===== config.mk =====
export PLATFORM = sky130hd
export DESIGN_NAME = kesm_table
export DESIGN_NICKNAME = d
export VERILOG_FILES = /design/src/hw/rtl/kesm_pkg.sv /design/src/hw/rtl/kesm_table.sv
export SDC_FILE = /design/constraint.sdc
export NUM_CORES = 2
export LEC_CHECK = 0
export BUFFER_PORTS_ARGS = -buffer_cell sky130_fd_sc_hd__buf_2
export CAP_MARGIN = 20
export CORE_UTILIZATION = 63
export CTS_CLUSTER_DIAMETER = 150
export DETAILED_ROUTE_END_ITERATION = 16
export GPL_ROUTABILITY_DRIVEN = 0
export HOLD_SLACK_MARGIN = 0.05
export PLACE_DENSITY = 0.79
export REMOVE_ABC_BUFFERS = 1
export SYNTH_ARGS = -nofsm -noshare
export SYNTH_HDL_FRONTEND = slang
export SYNTH_MEMORY_MAX_BITS = 65536
export SYNTH_SLANG_ARGS = --single-unit

===== constraint.sdc =====
create_clock -name clk -period 3.1 [get_ports clk]
set_input_delay 0.31 -clock clk [delete_from_list [all_inputs] [get_ports clk]]
set_output_delay 0.31 -clock clk [all_outputs]
set_load 0.02 [all_outputs]

===== src/hw/rtl/kesm_pkg.sv =====
`timescale 1ns / 1ps
// ----------------------------------------------------------------------------
// kesm_pkg: shared types and constants
// Action codes, controller states, default sizes and the control group
// passed from the controller to the table memories.
// ----------------------------------------------------------------------------
package kesm_pkg;

  // Default table geometry
  localparam int KESM_TABLE_ENTRIES = 64;
  localparam int KESM_MAX_SEQ_LEN   = 8;

  // Fixed field widths of the beats
  localparam int ACTION_W   = 2;
  localparam int BYTE_W     = 8;
  localparam int ENTRY_IDX_W = 6;
  localparam int BYTE_POS_W = 3;
  localparam int ENTRY_LEN_W = 4;

  // Input action codes
  typedef enum logic [ACTION_W-1:0] {
    ACT_RECV   = 2'd0,
    ACT_SEQ_WR = 2'd1,
    ACT_ENT_WR = 2'd2
  } action_t;

  // Controller states
  typedef enum logic [2:0] {
    ST_IDLE,
    ST_SCAN_RD,
    ST_SCAN_EV,
    ST_MAT_RD,
    ST_MAT_EV,
    ST_EMIT
  } state_t;

  // Table access strobes
  typedef struct packed {
    logic seq_we;   // write one sequence byte
    logic ent_we;   // write entry length and key code
    logic rd_en;    // read entry and sequence byte
  } tbl_ctl_t;

endpackage


===== src/hw/rtl/kesm_table.sv =====
`timescale 1ns / 1ps
// ----------------------------------------------------------------------------
// kesm_table: key sequence table storage
// Sequence byte memory addressed by {entry, position}, entry memory holding
// length and key code, and per-entry valid bits so an unwritten entry reads
// as length zero. Reads are registered.
// ----------------------------------------------------------------------------
module kesm_table
  import kesm_pkg::*;
#(
  parameter int TABLE_ENTRIES    = KESM_TABLE_ENTRIES,
  parameter int MAX_SEQUENCE_LEN = KESM_MAX_SEQ_LEN,
  localparam int IDX_W = $clog2(TABLE_ENTRIES),
  localparam int POS_W = $clog2(MAX_SEQUENCE_LEN),
  localparam int CNT_W = $clog2(MAX_SEQUENCE_LEN + 1)
) (
  input  logic              clk,
  input  logic              rst,
  input  tbl_ctl_t          ctl,
  input  logic [IDX_W-1:0]  wr_idx,
  input  logic [POS_W-1:0]  wr_pos,
  input  logic [BYTE_W-1:0] wr_data,
  input  logic [CNT_W-1:0]  wr_len,
  input  logic [IDX_W-1:0]  rd_idx,
  input  logic [POS_W-1:0]  rd_pos,
  output logic [BYTE_W-1:0] rd_seq,
  output logic [CNT_W-1:0]  rd_len,
  output logic [BYTE_W-1:0] rd_code
);

  localparam int SEQ_DEPTH = TABLE_ENTRIES << POS_W;

  logic [BYTE_W-1:0]        seq_mem [SEQ_DEPTH];
  logic [CNT_W-1:0]         len_mem [TABLE_ENTRIES];
  logic [BYTE_W-1:0]        code_mem [TABLE_ENTRIES];
  logic [TABLE_ENTRIES-1:0] entry_valid;

  logic [CNT_W-1:0]         len_q;
  logic                     valid_q;

  // Sequence byte memory
  always_ff @(posedge clk) begin
    if (ctl.seq_we) begin
      seq_mem[{wr_idx, wr_pos}] <= wr_data;
    end
    if (ctl.rd_en) begin
      rd_seq <= seq_mem[{rd_idx, rd_pos}];
    end
  end

  // Entry memory: length and key code
  always_ff @(posedge clk) begin
    if (ctl.ent_we) begin
      len_mem[wr_idx]  <= wr_len;
      code_mem[wr_idx] <= wr_data;
    end
    if (ctl.rd_en) begin
      len_q   <= len_mem[rd_idx];
      rd_code <= code_mem[rd_idx];
    end
  end

  // Valid bits, cleared at reset; registered alongside the memory read
  always_ff @(posedge clk) begin
    if (rst) begin
      entry_valid <= '0;
      valid_q     <= 1'b0;
    end else begin
      if (ctl.ent_we) begin
        entry_valid[wr_idx] <= 1'b1;
      end
      if (ctl.rd_en) begin
        valid_q <= entry_valid[rd_idx];
      end
    end
  end

  // Unwritten entry reads as disabled
  assign rd_len = valid_q ? len_q : '0;

endmodule


==> flow_metrics.tcl <==
set metrics [dict create \
    status "finished, violations left" \
    failed_checks "negative setup slack" \
    regToRegSetupSlack_ns -0.06 \
    p_leak_nw 71.6 \
    fin_setup_tns_ns -0.0738 \
    hpwl_mm 316 \
    min_period_ns 3.17 \
    htree_levels 5 \
    tightest_slew_ns 1.11 \
    skew_ns 0.0892 \
    synth_area_leaders "edfxtp_1 (76%), mux4_2 (11%), mux2i_1 (4.2%)" \
    cts_tree "built" \
    hold_viol_final 0 \
    power.total_mw 138 \
    port-buffer-count 54 \
    grt_start_max_net_pins 178 \
    viasPerCell 7.25 \
    reg2reg_from "seq_mem[57][2]" \
    top_layer_used "met5" \
    drive_above_1_share_pct 25.1 \
    yosys.cell_types.count 50 \
    firstDrtPassIters 12 \
    place_area_um2 204000 \
    wl_met2_mm 255 \
    avgSynthCellArea_um2 20.3 \
    synth-edff-count 4884 \
    overflow 0 \
    nets 10504 \
    grt_pass1_vias 107532 \
    met3WireLength_mm 75.4 \
    dieArea_um2 307000 \
    switching_power_mw 30.4 \
    max-cap-violations 0 \
    power_frac_seq_pct 53.4 \
    cp_data_required_time_ns 3.99 \
    hold_class "in2reg" \
    rr_worst_depth 9 \
    async_reset_ff_share_pct 0 \
    rsz0062_at_grt "false" \
    postLayoutSetupSlackWorst_ns -0.0738 \
    synth_seq_cells 4949 \
    drtIter0Drc 17968 \
    core_um2 303000 \
    power.internal_mw 108 \
    synthFlopType "edfxtp_1" \
    clock-sinks 4949 \
    ios 55 \
    die_x_um 554 \
    antenna_found_initial 30 \
    worstSkewPairLatency_ns 1.02 \
    critPathMaxFanout 10 \
    synth_cells 9473 \
    cts_buffers 460 \
    synth_area_um2 192000 \
    grt_pass1_wl_mm 770 \
    hold_end "code_mem[14][0]" \
    m1WireLength_mm 175 \
    synthToLayoutAreaGrowth_pct 14.5 \
    final_area_um2 220000 \
    combPwrFrac_pct 5.6 \
    wire_per_inst_um 36.8 \
    timing.hold.ws_ns 0.170 \
    powerDensity_nw_per_um2 628 \
    crit_arrival_ns 4.06 \
    grt.total_usage_pct 35.3 \
    fmax_mhz 315 \
    clk_pin_slew_ns 0.07 \
    post-route-period-util_pct 102 \
    yosysWarnings 0 \
    rr_endpoint "rd_seq[2]" \
    ir_drop_uv 788 \
    dieHeight_um 554 \
    pre_cts_ws_ns -1.26 \
    drt-total-wl_mm 546 \
    yosysSeqAreaShare_pct 77.1 \
    crit_path_start_kind "input pin" \
    clockBufferDepth 4 \
    synth_top_cell_area_share_pct 76.4 \
    finalSetupViolCount 1 \
    rows 202 \
    p_sw_share_pct 22.0 \
    final_antenna_net_count 0 \
    cp-end-kind "register" \
    criticalPathCategory "in2reg" \
    drcViolationCount 0 \
    hold_path_depth 4 \
    slew_violations 0 \
    start_util_pct 63.3 \
    clock-root-buffer "clkbuf_16" \
    maxSlewHeadroom_pct 24.0 \
    synth.largest_area_cell "edfxtp_1" \
    vias 107715 \
    worstHoldStart "wr_idx[3]" \
    pwr-share-clk_pct 40.9 \
]
==> worst max path at each step <==
stage	startpoint	to
after floorplan	rd_pos[2]	rd_seq[5]
after global placement	rd_pos[0]	rd_seq[7]
after detailed placement	rd_pos[0]	rd_seq[7]
after CTS	seq_mem[185][2]	rd_seq[2]
after global routing	seq_mem[306][7]	rd_seq[7]
final	rd_idx[0]	rd_seq[2]
==> layer usage <==
layer / global-route usage, % / vias up
met5: 0.172 / -
met4: 21.0 / 28
met3: 9.61 / 2134
met2: 55.2 / 10201
met1: 44.9 / 53984
li1: - / 41368
==> final cells by class <==
class	instances	area [um^2]
sequential	4949	148000
fill	15776	83400
multi-input combinational	3918	41000
clock buffer	577	12200
timing repair buffer	1135	10700
tap	3978	4980
clock inverter	274	2750
antenna	20	50.0
inverter	5	26.3
==> stage by stage <==
step	std cells	util (%)
after CTS	14827	72.4
after detailed placement	13961	67.4
after floorplan	8872	-
after global placement	13961	67.4
after global routing	14839	72.5
final	14856	72.5
==> cells in the mapped netlist, types with 8 or more instances <==
library cell / n
buf_2: 118
mux4_2: 926
nand2_1: 147
a211oi_1: 15
nor2b_1: 9
dfxtp_1: 65
o22ai_1: 170
a22oi_1: 48
buf_4: 61
buf_6: 37
edfxtp_1: 4884
and2_1: 19
a31oi_1: 8
or3_1: 10
nor2_1: 801
mux2i_1: 798
a21oi_1: 180
nand3_1: 50
o21ai_0: 109
nor3_1: 122
clkbuf_1: 305
nor4_1: 30
buf_1: 65
o221ai_1: 365
buf_8: 10
nand4_1: 18
a22o_1: 14
==> cell families after synthesis <==
logic type / Yosys count / share of synthesized area [%]
and+or+nand+nor: 1236 / 2.69
AOI/OAI and AO/OA: 958 / 3.55
DFF: 4949 / 77.1
buffers and inverters: 606 / 1.63
muxes: 1724 / 15.0
==> critical path, cell delays in order <==
cell and delay [ns]:
dlygate4sd3_1 0.56, buf_8 0.25, nand2b_1 0.35, or2_2 0.24
buf_12 0.13, nor3_1 0.06, nor4_1 0.71, o311ai_0 0.35
buf_4 0.23, nor4_2 0.45, buf_4 0.23, o2111a_1 0.18
==> flip-flops by register name, indices dropped and copies added (netlist names) <==
name         count
len_mem        256
len_q            4
seq_mem       4096
code_mem       512
entry_valid     64
rd_seq           8
rd_code          8
valid_q          1
==> cells in the final DEF, fill, tap and decap left out, drive strengths merged, types with 7 or more instances in the layout <==
master	Yosys	layout
o2111a	7	7
nor2	801	801
a21oi	180	180
o221ai	365	365
buf	296	1116
a211oi	15	15
or3	10	10
clkinvlp	0	14
nand2b	7	7
edfxtp	4884	4884
and2	21	21
a31oi	8	8
o21ai	109	109
o22ai	170	170
inv	5	11
o41ai	7	7
clkbuf	305	577
clkinv	0	214
nor2b	9	9
mux2i	798	798
dlygate4sd3	0	19
o32a	7	7
nand4	18	18
bufinv	0	40
a22o	14	14
diode	0	20
nand3	50	50
nor4	30	30
o311ai	7	7
nand2	147	147
o22a	7	7
dfxtp	65	65
o2111ai	7	7
a22oi	48	48
nor3	122	122
mux4	926	926
==> repair_timing <==
| action | in CTS | in global routing |
|---|---|---|
| setup endpoints to repair | 3 | 3 |
| gates cloned | 0 | 0 |
| endpoints found under the hold margin | 652 | 128 |
| buffers inserted | 0 | 0 |
| gates resized for setup | 4 | 3 |
| hold buffers | 15 | 4 |
==> power by group through the flow <==
stage                     logic (mW)  clock network (mW)  registers, mW
after global routing            7.87                58.7           73.7
after floorplan                 2.61                   0           75.2
after CTS                       7.50                56.3           73.7
final                           7.78                56.5           73.7
after detailed placement        7.30                   0           75.1
after global placement          7.10                   0           75.1
Power figures use the tool's default switching activity.
