[src/hw/rtl/kesm_pkg.sv]
`timescale 1ns / 1ps
// ----------------------------------------------------------------------------
// kesm_pkg: shared types and constants
// Action codes, controller states, default sizes and the control group
// passed from the controller to the table memories.
// ----------------------------------------------------------------------------
package kesm_pkg;

  // Default table geometry
  localparam int KESM_TABLE_ENTRIES = 64;
  localparam int KESM_MAX_SEQ_LEN   = 8;

  // Fixed field widths of the beats
  localparam int ACTION_W   = 2;
  localparam int BYTE_W     = 8;
  localparam int ENTRY_IDX_W = 6;
  localparam int BYTE_POS_W = 3;
  localparam int ENTRY_LEN_W = 4;

  // Input action codes
  typedef enum logic [ACTION_W-1:0] {
    ACT_RECV   = 2'd0,
    ACT_SEQ_WR = 2'd1,
    ACT_ENT_WR = 2'd2
  } action_t;

  // Controller states
  typedef enum logic [2:0] {
    ST_IDLE,
    ST_SCAN_RD,
    ST_SCAN_EV,
    ST_MAT_RD,
    ST_MAT_EV,
    ST_EMIT
  } state_t;

  // Table access strobes
  typedef struct packed {
    logic seq_we;   // write one sequence byte
    logic ent_we;   // write entry length and key code
    logic rd_en;    // read entry and sequence byte
  } tbl_ctl_t;

endpackage

[src/hw/rtl/kesm_ctrl.sv]
`timescale 1ns / 1ps
// ----------------------------------------------------------------------------
// kesm_ctrl: matching sequencer
// Decodes input beats, walks the table one read per step for the start scan
// and the prefix match, keeps the match buffer and candidate range, and
// drives the registered result beat.
// ----------------------------------------------------------------------------
module kesm_ctrl
  import kesm_pkg::*;
#(
  parameter int TABLE_ENTRIES    = KESM_TABLE_ENTRIES,
  parameter int MAX_SEQUENCE_LEN = KESM_MAX_SEQ_LEN,
  localparam int IDX_W = $clog2(TABLE_ENTRIES),
  localparam int POS_W = $clog2(MAX_SEQUENCE_LEN),
  localparam int CNT_W = $clog2(MAX_SEQUENCE_LEN + 1)
) (
  input  logic                   clk,
  input  logic                   rst,
  // input beat
  input  logic                   in_valid,
  output logic                   in_ready,
  input  logic [ACTION_W-1:0]    action,
  input  logic [BYTE_W-1:0]      data_byte,
  input  logic [ENTRY_IDX_W-1:0] entry_index,
  input  logic [BYTE_POS_W-1:0]  byte_position,
  input  logic [ENTRY_LEN_W-1:0] entry_length,
  // result beat
  output logic                   out_valid,
  input  logic                   out_ready,
  output logic                   is_key_code,
  output logic [BYTE_W-1:0]      value,
  // table port
  output tbl_ctl_t               ctl,
  output logic [IDX_W-1:0]       wr_idx,
  output logic [POS_W-1:0]       wr_pos,
  output logic [BYTE_W-1:0]      wr_data,
  output logic [CNT_W-1:0]       wr_len,
  output logic [IDX_W-1:0]       rd_idx,
  output logic [POS_W-1:0]       rd_pos,
  input  logic [BYTE_W-1:0]      rd_seq,
  input  logic [CNT_W-1:0]       rd_len,
  input  logic [BYTE_W-1:0]      rd_code
);

  localparam logic [IDX_W-1:0] LAST_IDX = IDX_W'(TABLE_ENTRIES - 1);
  localparam logic [CNT_W-1:0] MAX_CNT  = CNT_W'(MAX_SEQUENCE_LEN);

  // Control registers
  state_t            state, state_next;
  logic              matching, matching_next;
  logic [CNT_W-1:0]  count, count_next;
  logic [IDX_W-1:0]  first, first_next;
  logic [IDX_W-1:0]  last, last_next;
  logic [IDX_W-1:0]  idx, idx_next;
  logic [POS_W-1:0]  pos, pos_next;
  logic              hit, hit_next;
  logic              out_valid_next;

  // Payload registers
  logic [IDX_W-1:0]  lo, lo_next;
  logic [IDX_W-1:0]  hi, hi_next;
  logic [CNT_W-1:0]  lo_len, lo_len_next;
  logic [BYTE_W-1:0] lo_code, lo_code_next;
  logic [CNT_W-1:0]  cur_len, cur_len_next;
  logic [BYTE_W-1:0] cur_code, cur_code_next;
  logic [BYTE_W-1:0] rx_byte, rx_byte_next;
  logic              pend_key, pend_key_next;
  logic [BYTE_W-1:0] pend_val, pend_val_next;
  logic              is_key_code_next;
  logic [BYTE_W-1:0] value_next;
  logic [BYTE_W-1:0] match_buf [MAX_SEQUENCE_LEN];

  // Buffer write port
  logic              buf_we;
  logic [POS_W-1:0]  buf_wi;

  // Write decode helpers
  logic [8:0]        idx_wide;
  logic [4:0]        pos_wide;
  logic [4:0]        len_wide;
  logic [4:0]        len_sat;
  logic              idx_ok;
  logic              pos_ok;

  // Step helpers
  logic              scan_hit;
  logic              first_hit;
  logic              hit_f;
  logic [IDX_W-1:0]  lo_f;
  logic [IDX_W-1:0]  hi_f;
  logic [CNT_W-1:0]  lo_len_f;
  logic [BYTE_W-1:0] lo_code_f;
  logic [CNT_W-1:0]  len_e;
  logic [BYTE_W-1:0] code_e;
  logic              byte_ok;
  logic              pos_last;
  logic              range_end;
  logic              res_go;
  logic              res_key;
  logic [BYTE_W-1:0] res_val;
  logic              slot_free;

  // Table write fields
  assign idx_wide = 9'(entry_index);
  assign pos_wide = 5'(byte_position);
  assign len_wide = 5'(entry_length);
  assign len_sat  = (len_wide > 5'(MAX_SEQUENCE_LEN)) ? 5'(MAX_SEQUENCE_LEN) : len_wide;
  assign idx_ok   = idx_wide < 9'(TABLE_ENTRIES);
  assign pos_ok   = pos_wide < 5'(MAX_SEQUENCE_LEN);
  assign wr_idx   = idx_wide[IDX_W-1:0];
  assign wr_pos   = pos_wide[POS_W-1:0];
  assign wr_len   = len_sat[CNT_W-1:0];
  assign wr_data  = data_byte;

  assign rd_idx   = idx;
  assign rd_pos   = pos;

  // Start scan: range of enabled entries whose first byte is the new byte
  assign scan_hit  = (rd_len != '0) && (rd_seq == rx_byte);
  assign first_hit = scan_hit && !hit;
  assign hit_f     = hit || scan_hit;
  assign lo_f      = first_hit ? idx : lo;
  assign hi_f      = scan_hit ? idx : hi;
  assign lo_len_f  = first_hit ? rd_len : lo_len;
  assign lo_code_f = first_hit ? rd_code : lo_code;

  // Prefix match: length is fetched with byte zero of each entry
  assign len_e     = (pos == '0) ? rd_len : cur_len;
  assign code_e    = (pos == '0) ? rd_code : cur_code;
  assign byte_ok   = (len_e >= count) && (rd_seq == match_buf[pos]);
  assign pos_last  = (CNT_W'(pos) + CNT_W'(1)) == count;
  assign range_end = (idx == last) || (idx == LAST_IDX);

  assign slot_free = !out_valid || out_ready;

  // Next state and outputs
  always_comb begin
    state_next       = state;
    matching_next    = matching;
    count_next       = count;
    first_next       = first;
    last_next        = last;
    idx_next         = idx;
    pos_next         = pos;
    hit_next         = hit;
    lo_next          = lo;
    hi_next          = hi;
    lo_len_next      = lo_len;
    lo_code_next     = lo_code;
    cur_len_next     = cur_len;
    cur_code_next    = cur_code;
    rx_byte_next     = rx_byte;
    pend_key_next    = pend_key;
    pend_val_next    = pend_val;
    is_key_code_next = is_key_code;
    value_next       = value;
    out_valid_next   = out_valid && !out_ready;
    in_ready         = 1'b0;
    ctl              = '0;
    buf_we           = 1'b0;
    buf_wi           = '0;
    res_go           = 1'b0;
    res_key          = 1'b0;
    res_val          = rx_byte;

    case (state)
      ST_IDLE: begin
        in_ready = 1'b1;
        if (in_valid) begin
          case (action_t'(action))
            ACT_RECV: begin
              rx_byte_next = data_byte;
              if (!matching || count == '0 || count >= MAX_CNT) begin
                idx_next   = '0;
                pos_next   = '0;
                hit_next   = 1'b0;
                state_next = ST_SCAN_RD;
              end else begin
                buf_we     = 1'b1;
                buf_wi     = count[POS_W-1:0];
                count_next = count + CNT_W'(1);
                idx_next   = first;
                pos_next   = '0;
                state_next = ST_MAT_RD;
              end
            end
            ACT_SEQ_WR: begin
              ctl.seq_we = idx_ok && pos_ok;
            end
            ACT_ENT_WR: begin
              ctl.ent_we = idx_ok;
            end
            default: begin
            end
          endcase
        end
      end

      ST_SCAN_RD: begin
        ctl.rd_en  = 1'b1;
        pos_next   = '0;
        state_next = ST_SCAN_EV;
      end

      ST_SCAN_EV: begin
        hit_next     = hit_f;
        lo_next      = lo_f;
        hi_next      = hi_f;
        lo_len_next  = lo_len_f;
        lo_code_next = lo_code_f;
        if (idx == LAST_IDX) begin
          matching_next = 1'b0;
          count_next    = '0;
          state_next    = ST_IDLE;
          if (!hit_f) begin
            res_go  = 1'b1;
            res_key = 1'b0;
            res_val = rx_byte;
          end else begin
            first_next = lo_f;
            last_next  = hi_f;
            buf_we     = 1'b1;
            buf_wi     = '0;
            if (lo_len_f <= CNT_W'(1)) begin
              res_go  = 1'b1;
              res_key = 1'b1;
              res_val = lo_code_f;
            end else begin
              matching_next = 1'b1;
              count_next    = CNT_W'(1);
            end
          end
        end else begin
          idx_next   = idx + IDX_W'(1);
          state_next = ST_SCAN_RD;
        end
      end

      ST_MAT_RD: begin
        ctl.rd_en  = 1'b1;
        state_next = ST_MAT_EV;
      end

      ST_MAT_EV: begin
        cur_len_next  = len_e;
        cur_code_next = code_e;
        if (byte_ok && pos_last) begin
          // whole buffered prefix matches this entry
          first_next = idx;
          state_next = ST_IDLE;
          if (len_e <= count) begin
            matching_next = 1'b0;
            count_next    = '0;
            res_go        = 1'b1;
            res_key       = 1'b1;
            res_val       = code_e;
          end
        end else if (byte_ok) begin
          pos_next   = pos + POS_W'(1);
          state_next = ST_MAT_RD;
        end else if (range_end) begin
          // no candidate left: restart from this byte
          idx_next   = '0;
          pos_next   = '0;
          hit_next   = 1'b0;
          state_next = ST_SCAN_RD;
        end else begin
          idx_next   = idx + IDX_W'(1);
          pos_next   = '0;
          state_next = ST_MAT_RD;
        end
      end

      ST_EMIT: begin
        if (slot_free) begin
          out_valid_next   = 1'b1;
          is_key_code_next = pend_key;
          value_next       = pend_val;
          state_next       = ST_IDLE;
        end
      end

      default: begin
        state_next = ST_IDLE;
      end
    endcase

    // Result goes straight to the output register, or waits for it
    if (res_go) begin
      if (slot_free) begin
        out_valid_next   = 1'b1;
        is_key_code_next = res_key;
        value_next       = res_val;
      end else begin
        pend_key_next = res_key;
        pend_val_next = res_val;
        state_next    = ST_EMIT;
      end
    end
  end

  // Control state
  always_ff @(posedge clk) begin
    if (rst) begin
      state     <= ST_IDLE;
      matching  <= 1'b0;
      count     <= '0;
      first     <= '0;
      last      <= '0;
      idx       <= '0;
      pos       <= '0;
      hit       <= 1'b0;
      out_valid <= 1'b0;
    end else begin
      state     <= state_next;
      matching  <= matching_next;
      count     <= count_next;
      first     <= first_next;
      last      <= last_next;
      idx       <= idx_next;
      pos       <= pos_next;
      hit       <= hit_next;
      out_valid <= out_valid_next;
    end
  end

  // Payload
  always_ff @(posedge clk) begin
    lo          <= lo_next;
    hi          <= hi_next;
    lo_len      <= lo_len_next;
    lo_code     <= lo_code_next;
    cur_len     <= cur_len_next;
    cur_code    <= cur_code_next;
    rx_byte     <= rx_byte_next;
    pend_key    <= pend_key_next;
    pend_val    <= pend_val_next;
    is_key_code <= is_key_code_next;
    value       <= value_next;
  end

  // Match buffer: the received byte lands at one slot per write
  always_ff @(posedge clk) begin
    if (buf_we) begin
      match_buf[buf_wi] <= (state == ST_IDLE) ? data_byte : rx_byte;
    end
  end

endmodule

[config.mk]
export PLATFORM = sky130hd
export DESIGN_NAME = kesm_ctrl
export DESIGN_NICKNAME = d
export VERILOG_FILES = /design/src/hw/rtl/kesm_pkg.sv /design/src/hw/rtl/kesm_ctrl.sv
export SDC_FILE = /design/constraint.sdc
export NUM_CORES = 1
export LEC_CHECK = 0
export ABC_AREA = 0
export BUFFER_PORTS_ARGS = -buffer_cell sky130_fd_sc_hd__buf_2
export CAP_MARGIN = 20
export CORE_ASPECT_RATIO = 0.9
export CORE_MARGIN = 1
export CORE_UTILIZATION = 55
export DETAILED_ROUTE_END_ITERATION = 10
export PLACE_DENSITY = 0.74
export SKIP_CTS_REPAIR_TIMING = 1
export SYNTH_ARGS = -nofsm -noshare
export SYNTH_HDL_FRONTEND = slang
export SYNTH_SLANG_ARGS = --single-unit
[constraint.sdc]
create_clock -name clk -period 4 [get_ports clk]
set_input_delay 0.8 -clock clk [delete_from_list [all_inputs] [get_ports clk]]
set_output_delay 0.8 -clock clk [all_outputs]
set_load 0.1 [all_outputs]
==> qor.csv, run 1 <==
stage,metric,value,unit
synth,synth_cells,608,
worst_hold_path,hp-class,register to register,
timing,setup-tns-final,0,ns
pwr,power_leakage,3.215,nW
placement,gp_congestion,0.8672,
pwr,fin_total_pwr,3.613,mW
timing,hold_ws,0.4690,ns
run_status,status,"complete, no violations",
synth,seq_area_frac_synth,56.37,%
flow_run,maxCapViolations,0,
synth,avgSynthCellArea,12.67,sq um
worst_setup_path,path_class,register to register,
clock_network,cts_tree,done,
synth,synthSimpleGateAreaFrac,11.46,%
route,drc,0,
pwr,internal_power,2.811,mW
die,die_w,126.8,um
clock_network,cts_buffers,17,
clock_network,clk_latency,0.43,ns
die,coreArea,0.01351,sq mm
global_routing,overflow,0,
final_layout,drive_above_1_share,30.06,%
pwr,power_density,410.8,mW/mm^2
worst_setup_path,critPathMaxFanout,13,
die,placementRows,40,
synth,synth_fa_ha_area_share,1.461,%
final_layout,nets,735,
placement,portBuffers,72,
clock_network,h-tree-depth,4,
timing,slew_headroom,54.01,%
final_layout,layout_commonest_cell,edfxtp_1,
final_layout,fin_util,65.09,%
die,start_util,57.03,%
timing,layout_setup_ws,0.2120,ns
worst_setup_path,startpoint_type,register,
route,wl_per_cell,20.44,um
placement,dpl_cell_area,0.008212,sq mm
synth,yosysUniqueCellTypes,67,
synth,async_reset_ff_share,0,%
worst_setup_path,cp_slowest_cell,and2_1,
timing,clock_skew,0.01005,ns
synth,synth_top_family_by_area,multiplexers,
worst_setup_path,required,4.33,ns
worst_setup_path,cpLargestDelayFamily,compound AO/OA/AOI/OAI gates,
route,via_count,5154,
timing,period_needed,3.788,ns
die,pin_count,91,
synth,syn_nets,664,
timing,drv_slew,0,
timing,rsz0062_at_grt,no,
synth,yosys_warnings,0,
worst_setup_path,arrival,4.12,ns
worst_setup_path,cpMostUsedCell,ha_1,
synth,synth_ff_type,edfxtp_1,
global_routing,grt_max_degree,29,
global_routing,antenna_found_initial,0,
final_layout,area_delta_synth_final,14.14,%
final_layout,final_cell_mix,"116 x edfxtp_1, 72 x buf_2, 49 x nor2_1",
worst_setup_path,slowest_delay,0.40,ns
placement,dp_slack,0.2612,ns
final_layout,diodes,0,
clock_network,clock-sinks,159,
synth,synthMuxAreaShare,14.30,%
die,die-area,0.01449,sq mm
route,drt-vias-per-instance,5.993,
global_routing,grt_pass1_vias,5073,
global_routing,grt_pass1_wl,27290,um
worst_setup_path,crit_buf_inv,1,
route,antenna_left,0,
pwr,swShare,22.20,%
pwr,clockPowerShare,44.1,%
pwr,vdd.ir_drop.worst,297.3,uV
route,wl,17580,um
clock_network,clock-root-buffer,clkbuf_16,
route,first_pass_iters,7,
synth,ys_seq_elements,159,
synth,synth_compound_area_share,8.410,%
worst_setup_path,critical_path.endpoint_type,register,
worst_setup_path,cp_cell_sequence,"inv_1, ha_1, nand2b_1, mux2_2, ha_1, and4_1, nor2_1, a211o_1, a2111oi_2, and2_1, a32o_4, nor2_2, a221oi_2",
pwr,power.net_switching,802.1,uW
placement,place_inst,828,
pwr,power_frac_seq,49.5,%
route,drtIter0Drc,503,
synth,synth_xor_area_share,2.841,%
clock_network,cts.reportedPaths.clkPinSlew,0.06,ns
final_layout,stdcell_area,0.008796,sq mm
clock_network,cts_buffer_depth,2,
timing,fin_crit_sh,94.70,%
pwr,combPwrFrac,6.4,%
placement,dp_hpwl,12590,um
timing,clock.fmax,264.0,MHz
global_routing,grt.total_usage,25.51,%
timing,setup_viol,0,
final_layout,final_cell_count_no_fill,860,
synth,synth_edf_count,116,
synth,synthesis.area,0.007706,sq mm
timing,worst_pin_slew,0.6889,ns
timing,hold_viol,0,
die,die_height,114.3,um
[state kept, by name (all words and copies together) (netlist names), 8 cells and up, named ones only]
| register | count |
|---|---|
| match_buf | 64 |
| lo_code | 8 |
| value | 8 |
| rx_byte | 8 |
| pend_val | 8 |
| cur_code | 8 |
[final cells by class]
| class | count | area, sq um |
|---|---|---|
| fillers | 993 | 4717 |
| flip-flops and latches | 159 | 4350 |
| multi-input cells | 368 | 2980 |
| repair buffers | 95 | 533.0 |
| clock buffers | 19 | 432.9 |
| well taps | 168 | 210.2 |
| clock inverters | 13 | 146.4 |
| inverters | 38 | 142.6 |
[cells by family (layout without fill, tap and decap cells)]
| logic type | Yosys count | in the layout |
|---|---|---|
| flops | 159 | 159 |
| buf+inv | 81 | 165 |
| mux | 87 | 87 |
| compound gates | 82 | 82 |
| fa+ha+maj | 9 | 9 |
| simple gates | 165 | 165 |
| xor+xnor | 25 | 25 |
[Yosys cell counts (all sizes together) (2+ instances only)]
cell / instances / share of area, %
edfxtp: 116 / 45
nor2: 50 / 2.5
mux2: 45 / 6.6
dfxtp: 43 / 11
inv: 38 / 1.9
mux2i: 28 / 3.6
buf: 27 / 2.5
nand2: 26 / 1.3
a21oi: 20 / 1.4
nor3: 19 / 1.4
xnor2: 18 / 2.0
clkbuf: 16 / 0.78
a221oi: 15 / 2.1
and2: 15 / 1.2
mux4: 14 / 4.1
o21ai: 10 / 0.70
ha: 9 / 1.5
nor2b: 9 / 0.73
nor4: 9 / 0.93
a211oi: 7 / 0.68
xor2: 7 / 0.80
nand3: 6 / 0.39
nor3b: 6 / 0.65
nand2b: 5 / 0.41
nand4: 4 / 0.32
a31oi: 3 / 0.24
a32o: 3 / 0.54
o21bai: 3 / 0.29
or2: 3 / 0.24
a211o: 2 / 0.23
and3: 2 / 0.16
and4b: 2 / 0.26
nand3b: 2 / 0.19
nor4b: 2 / 0.31
o21a: 2 / 0.19
o22ai: 2 / 0.16
o31ai: 2 / 0.19
o32ai: 2 / 0.23
o41ai: 2 / 0.32
[power by group through the flow]
stage	clock network (mW)	registers [mW]	logic (mW)
5_1_grt	1.67	1.79	0.244
4_1_cts	1.61	1.79	0.229
2_1_floorplan	0	1.84	0.195
3_3_place_gp	0	1.82	0.222
3_5_place_dp	0	1.82	0.227
6_report	1.59	1.79	0.230
[worst register-to-register path: cells and delay by family (launching register included)]
kind,cells,cell delay (ns)
compound gates,4,1.36
fa+ha+maj,2,0.49
buf+inv,1,0.07
flops,1,0.36
mux,1,0.39
simple gates,5,1.02
[worst paths after layout]
kind                  start        to  slack [ns]  cells after the start
hold / removal     value[1]  value[1]        0.47                      2
setup / recovery  rd_pos[0]  value[2]        0.21                     13
setup reg to reg  rd_pos[0]  value[2]        0.21                     13
hold reg to reg    value[1]  value[1]        0.47                      2
[routing by layer]
| layer | global-route usage, % | wire length [um] | up-vias |
|---|---|---|---|
| li1 | - | - | 2392 |
| met1 | 33.70 | 7623 | 2538 |
| met4 | 9.762 | 315 | 0 |
| met2 | 41.25 | 8392 | 195 |
| met5 | 0 | 0 | - |
| met3 | 5.981 | 1249 | 29 |
Note: power is estimated with default switching activity, not from simulation.
==> run 2: changes to the inputs <==
CORE_UTILIZATION = 53   (was 55)
TNS_END_PERCENT = 1   (was not set)
clock period = 3.4 ns   (was 4 ns; I/O delays follow)
==> run 2 against run 1 <==
  * Critical path depth did not move
  * Global-route usage decreased by 0.67 points
  * Power increased by 21%
  * Combinational power up 23%
  * Clock skew is 0.0019 ns higher
  * Final area increased by 3.4%
  * Die area is 3.7% higher
  * Largest power group unchanged
  * Via count grew 2.2%
  * Wire length increased by 0.35%
  * First-iteration DRC count down 42%
==> qor.csv, run 2 (synthesized netlist as in run 1, its figures left out) <==
stage,metric,value,unit
run_status,status,"complete, no violations",
worst_setup_path,cp_cell_sequence,"inv_1, ha_1, nand2b_4, mux2_2, ha_1, nor2b_1, o31ai_2, a211o_1, a2111oi_4, and2_4, a21oi_2, nor3b_2, mux2_2",
worst_setup_path,slowest_delay,0.39,ns
worst_setup_path,critPathMaxFanout,5,
global_routing,grt_pass1_wl,27120,um
placement,gp_congestion,0.9170,
worst_setup_path,cp_slowest_cell,a2111oi_4,
worst_setup_path,crit_buf_inv,1,
timing,setup_viol,0,
final_layout,largest_reg_flops,64,
final_layout,fin_util,64.50,%
route,drtIter0Drc,293,
global_routing,antenna_found_initial,0,
route,drt-vias-per-instance,5.829,
worst_hold_path,hp-class,register to register,
timing,drv_slew,0,
final_layout,stdcell_area,0.009099,sq mm
final_layout,drive_above_1_share,33.33,%
clock_network,clock-root-buffer,clkbuf_16,
die,die_w,129.1,um
final_layout,top_register,match_buf,
timing,period_needed,3.370,ns
final_layout,nets,754,
die,placementRows,41,
timing,fin_crit_sh,99.13,%
clock_network,cts_buffer_depth,2,
placement,portBuffers,72,
route,wl,17640,um
worst_setup_path,startpoint_type,register,
timing,clock.fmax,296.7,MHz
timing,rsz0062_at_grt,yes,
global_routing,use_met3,6.093,%
final_layout,layout_commonest_cell,edfxtp_1,
global_routing,grt_max_degree,29,
die,start_util,54.63,%
timing,setup-tns-final,0,ns
route,drc,0,
global_routing,grt_pass1_vias,5198,
route,via_count,5269,
die,die-area,0.01503,sq mm
worst_setup_path,path_class,register to register,
clock_network,cts.reportedPaths.clkPinSlew,0.06,ns
placement,dpl_cell_area,0.008431,sq mm
global_routing,overflow,0,
timing,layout_setup_ws,0.02950,ns
worst_setup_path,arrival,3.68,ns
pwr,power_leakage,3.337,nW
worst_setup_path,critical_path.endpoint_type,register,
die,die_height,116.4,um
die,pin_count,91,
final_layout,area_delta_synth_final,18.07,%
clock_network,cts_buffers,17,
timing,hold_viol,0,
global_routing,grt.total_usage,24.84,%
worst_setup_path,required,3.71,ns
worst_setup_path,cpLargestDelayFamily,compound AO/OA/AOI/OAI gates,
placement,dp_slack,-0.1120,ns
pwr,vdd.ir_drop.worst,338.2,uV
timing,slew_headroom,54.77,%
clock_network,clock-sinks,159,
clock_network,h-tree-depth,4,
global_routing,met2_usage,41.94,%
route,antenna_left,0,
global_routing,grt_busiest_layer,met2,
final_layout,final_cell_mix,"116 x edfxtp_1, 72 x buf_2, 49 x nor2_1",
placement,dp_hpwl,12710,um
route,wl_per_cell,19.52,um
timing,clock_skew,0.01192,ns
timing,worst_pin_slew,0.6776,ns
route,first_pass_iters,5,
clock_network,cts_tree,done,
die,coreArea,0.01411,sq mm
flow_run,maxCapViolations,0,
final_layout,diodes,0,
global_routing,met1_usage,30.79,%
pwr,power_density,478.6,mW/mm^2
clock_network,clk_latency,0.43,ns
-- run 2: cell types whose count changed in the layout (fill, tap and decap cells not counted), moves of 2 or more --
cell / before / now
clkinv_4: 2 / 0
inv_8: 0 / 3
clkinv_2: 4 / 1
inv_6: 0 / 3
nor3b_4: 0 / 2
clkinv_1: 3 / 0
buf_12: 0 / 2
nor3b_2: 3 / 1
buf_4: 23 / 40
-- run 2: routing by layer --
metal / up-vias / wire length [um] / share of wire, %
li1: 2432 / - / -
met3: 28 / 958 / 5.4
met2: 178 / 8751 / 50
met1: 2631 / 7599 / 43
met5: - / 0 / 0
met4: 0 / 333 / 1.9
-- run 2: power breakdown --
part	switching, mW	internal, mW	leakage (nW)
logic	0.201	0.0807	1.66
registers	0.0147	2.09	1.39
clock network	0.796	1.17	0.290
total	1.01	3.34	3.34
-- run 2: per-stage QoR --
step                hold WS, ns  cells  power (mW)
finish                   0.4559    904       4.355
CTS                      0.4508    904       4.373
global route             0.4497    904       4.472
detailed placement       0.4471    872       2.423
global placement         0.4519    872       2.414
floorplan                0.4587    608       2.393
-- run 2: path summary, 6_finish.rpt --
| kind | depth (start not counted) | end | slack [ns] | from |
|---|---|---|---|---|
| min reg2reg | 2 | value[1] | 0.46 | value[1] |
| max reg2reg | 13 | count[2] | 0.03 | rd_pos[0] |
| min | 2 | value[1] | 0.46 | value[1] |
| max | 13 | count[2] | 0.03 | rd_pos[0] |
-- run 2: tightest hold or removal path, delay by kind of cell (launching register included) --
| kind | cells | cell delay (ns) |
|---|---|---|
| flops | 1 | 0.31 |
| buf+inv | 1 | 0.06 |
| compound gates | 1 | 0.05 |
-- run 2: area by class of cell --
type / count / area, sq um
clock buffer: 19 / 432.9
clock inverter: 13 / 175.2
fill: 1084 / 5009
inverter: 38 / 142.6
multi-input combinational: 368 / 3053
sequential: 159 / 4353
tap: 193 / 241.5
timing repair buffer: 114 / 700.7
==> run 3: changes to the inputs <==
BUFFER_PORTS_ARGS = not set   (was -buffer_cell sky130_fd_sc_hd__buf_2)
CORE_UTILIZATION = 45   (was 53)
DONT_BUFFER_PORTS = 1   (was not set)
PLACE_DENSITY = 0.6   (was 0.74)
TNS_END_PERCENT = 100   (was 1)
==> run 3 against run 2 <==
  * Critical path depth unchanged
  * Worst hold slack got worse by 0.12 ns
  * Worst setup slack improved by 0.078 ns
  * Sequential share of layout area increased by 1.2 points
  * Register-to-register slack better by 0.08 ns
  * Critical endpoint is now rd_pos[2]
==> qor.csv, run 3 (synthesized netlist as in run 1, its figures left out) <==
stage,metric,value,unit
run_status,status,"complete, no violations",
pwr,vdd.ir_drop.worst,403.8,uV
timing,drv_slew,0,
pwr,fin_total_pwr,4.292,mW
worst_setup_path,rrSetupSlack,0.11,ns
route,wl_per_cell,20.94,um
timing,rsz0062_at_grt,yes,
clock_network,cts.reportedPaths.clkPinSlew,0.06,ns
global_routing,antenna_found_initial,0,
global_routing,met2_usage,32.24,%
timing,clock.fmax,303.7,MHz
final_layout,drive_above_1_share,28.17,%
global_routing,grt_max_degree,29,
final_layout,top_register,match_buf,
worst_setup_path,path_class,register to register,
placement,dpl_cell_area,0.008260,sq mm
worst_setup_path,critical_path.endpoint_type,register,
clock_network,cts_buffer_depth,2,
final_layout,diodes,0,
final_layout,fin_util,52.79,%
die,placementRows,45,
worst_setup_path,arrival,3.60,ns
placement,portBuffers,0,
route,first_pass_iters,5,
global_routing,grt.total_usage,21.17,%
clock_network,cts_tree,done,
die,start_util,45.77,%
timing,setup_viol,0,
die,die_w,139.9,um
final_layout,final_cell_mix,"116 x edfxtp_1, 48 x nor2_1, 48 x buf_4",
final_layout,nets,690,
global_routing,met1_usage,29.64,%
worst_hold_path,hp-class,input port to register,
timing,fin_crit_sh,96.84,%
final_layout,largest_reg_flops,64,
final_layout,area_delta_synth_final,15.33,%
route,wl,17940,um
die,coreArea,0.01683,sq mm
global_routing,use_met3,4.943,%
route,drc,0,
final_layout,layout_commonest_cell,edfxtp_1,
flow_run,maxCapViolations,0,
worst_setup_path,crit_start,rd_pos[0],
clock_network,clock-sinks,159,
timing,clock_skew,0.006599,ns
global_routing,grt_pass1_wl,27610,um
worst_setup_path,required,3.70,ns
worst_setup_path,ff2ff_path_depth,13,
route,drtIter0Drc,256,
timing,hold_ws,0.3326,ns
worst_setup_path,regToRegEndpoint,rd_pos[2],
worst_setup_path,r2r_start,rd_pos[0],
route,drt-vias-per-instance,5.737,
pwr,power_leakage,3.130,nW
timing,slew_headroom,33.29,%
timing,worst_pin_slew,0.9993,ns
global_routing,grt_busiest_layer,met2,
timing,hold_viol,0,
route,via_count,4917,
final_layout,stdcell_area,0.008887,sq mm
die,die_height,126.1,um
worst_setup_path,startpoint_type,register,
pwr,power_density,482.9,mW/mm^2
global_routing,overflow,0,
worst_setup_path,setup.worst_path.end,rd_pos[2],
clock_network,h-tree-depth,4,
placement,gp_congestion,0.8570,
route,antenna_left,0,
die,die-area,0.01765,sq mm
die,pin_count,91,
placement,dp_hpwl,13070,um
clock_network,cts_buffers,17,
placement,place_inst,826,
worst_setup_path,critPathMaxFanout,5,
final_layout,final_cell_count_no_fill,857,
clock_network,clock-root-buffer,clkbuf_16,
global_routing,grt_pass1_vias,4810,
timing,period_needed,3.293,ns
clock_network,clk_latency,0.42,ns
run 3: cell types whose count changed in the layout (fill, tap and decap cells not counted), moves of 4 or more:
cell,change
buf_2,-72
buf_4,+8
nor2b_1,-5
mux2_2,-4
mux2_4,+4
nor2b_2,+4
run 3: per-layer routing:
layer | up-vias | routed length (um)
met5 | - | 0
met4 | 0 | 203
met3 | 19 | 1080
met2 | 139 | 8212
met1 | 2469 | 8447
li1 | 2290 | -
run 3: final cells by class:
type                            count  area (sq um)
Clock buffer                       17         425.4
Clock inverter                     14         188.9
Fill cell                        1358          7948
Inverter                           38         145.1
Multi-Input combinational cell    368          3098
Sequential cell                   159          4358
Tap cell                          211         264.0
Timing Repair Buffer               50         407.9
run 3: worst min-delay path by stage:
stage / start / to / slack, ns / depth (start not counted)
3_3_place_gp: first[2] / rd_idx[2] / 0.48 / 2
2_1_floorplan: first[2] / rd_idx[2] / 0.46 / 2
5_1_grt: rst / rd_idx[1] / 0.31 / 1
6_report: rst / rd_idx[1] / 0.33 / 1
4_1_cts: rst / rd_idx[1] / 0.31 / 1
3_5_place_dp: first[2] / rd_idx[2] / 0.48 / 2
run 3: metrics by stage:
stage	setup WS [ns]	TNS [ns]
5_1_grt	-0.02006	-0.07671
3_3_place_gp	0.1662	0
4_1_cts	0.07131	0
6_report	0.1073	0
2_1_floorplan	-0.03825	-0.03825
3_5_place_dp	0.07919	0
run 3: worst max-delay path, stage by stage (launching register included):
cell and delay (ns):
dfxtp_4 0.36, inv_4 0.04, ha_4 0.15, nand2b_4 0.12, mux2_4 0.34, ha_4 0.27, and4_1 0.23, nor2_2 0.07
a211o_1 0.27, a2111oi_2 0.38, nand2_1 0.27, a21oi_1 0.36, nor2_1 0.09, a32o_1 0.22
run 3: report_power, final:
group          total (mW)  switching (mW)  leakage (nW)  internal (mW)
clock                1.98           0.759         0.299           1.23
combinational       0.204           0.134          1.44         0.0700
sequential           2.10          0.0138          1.39           2.09
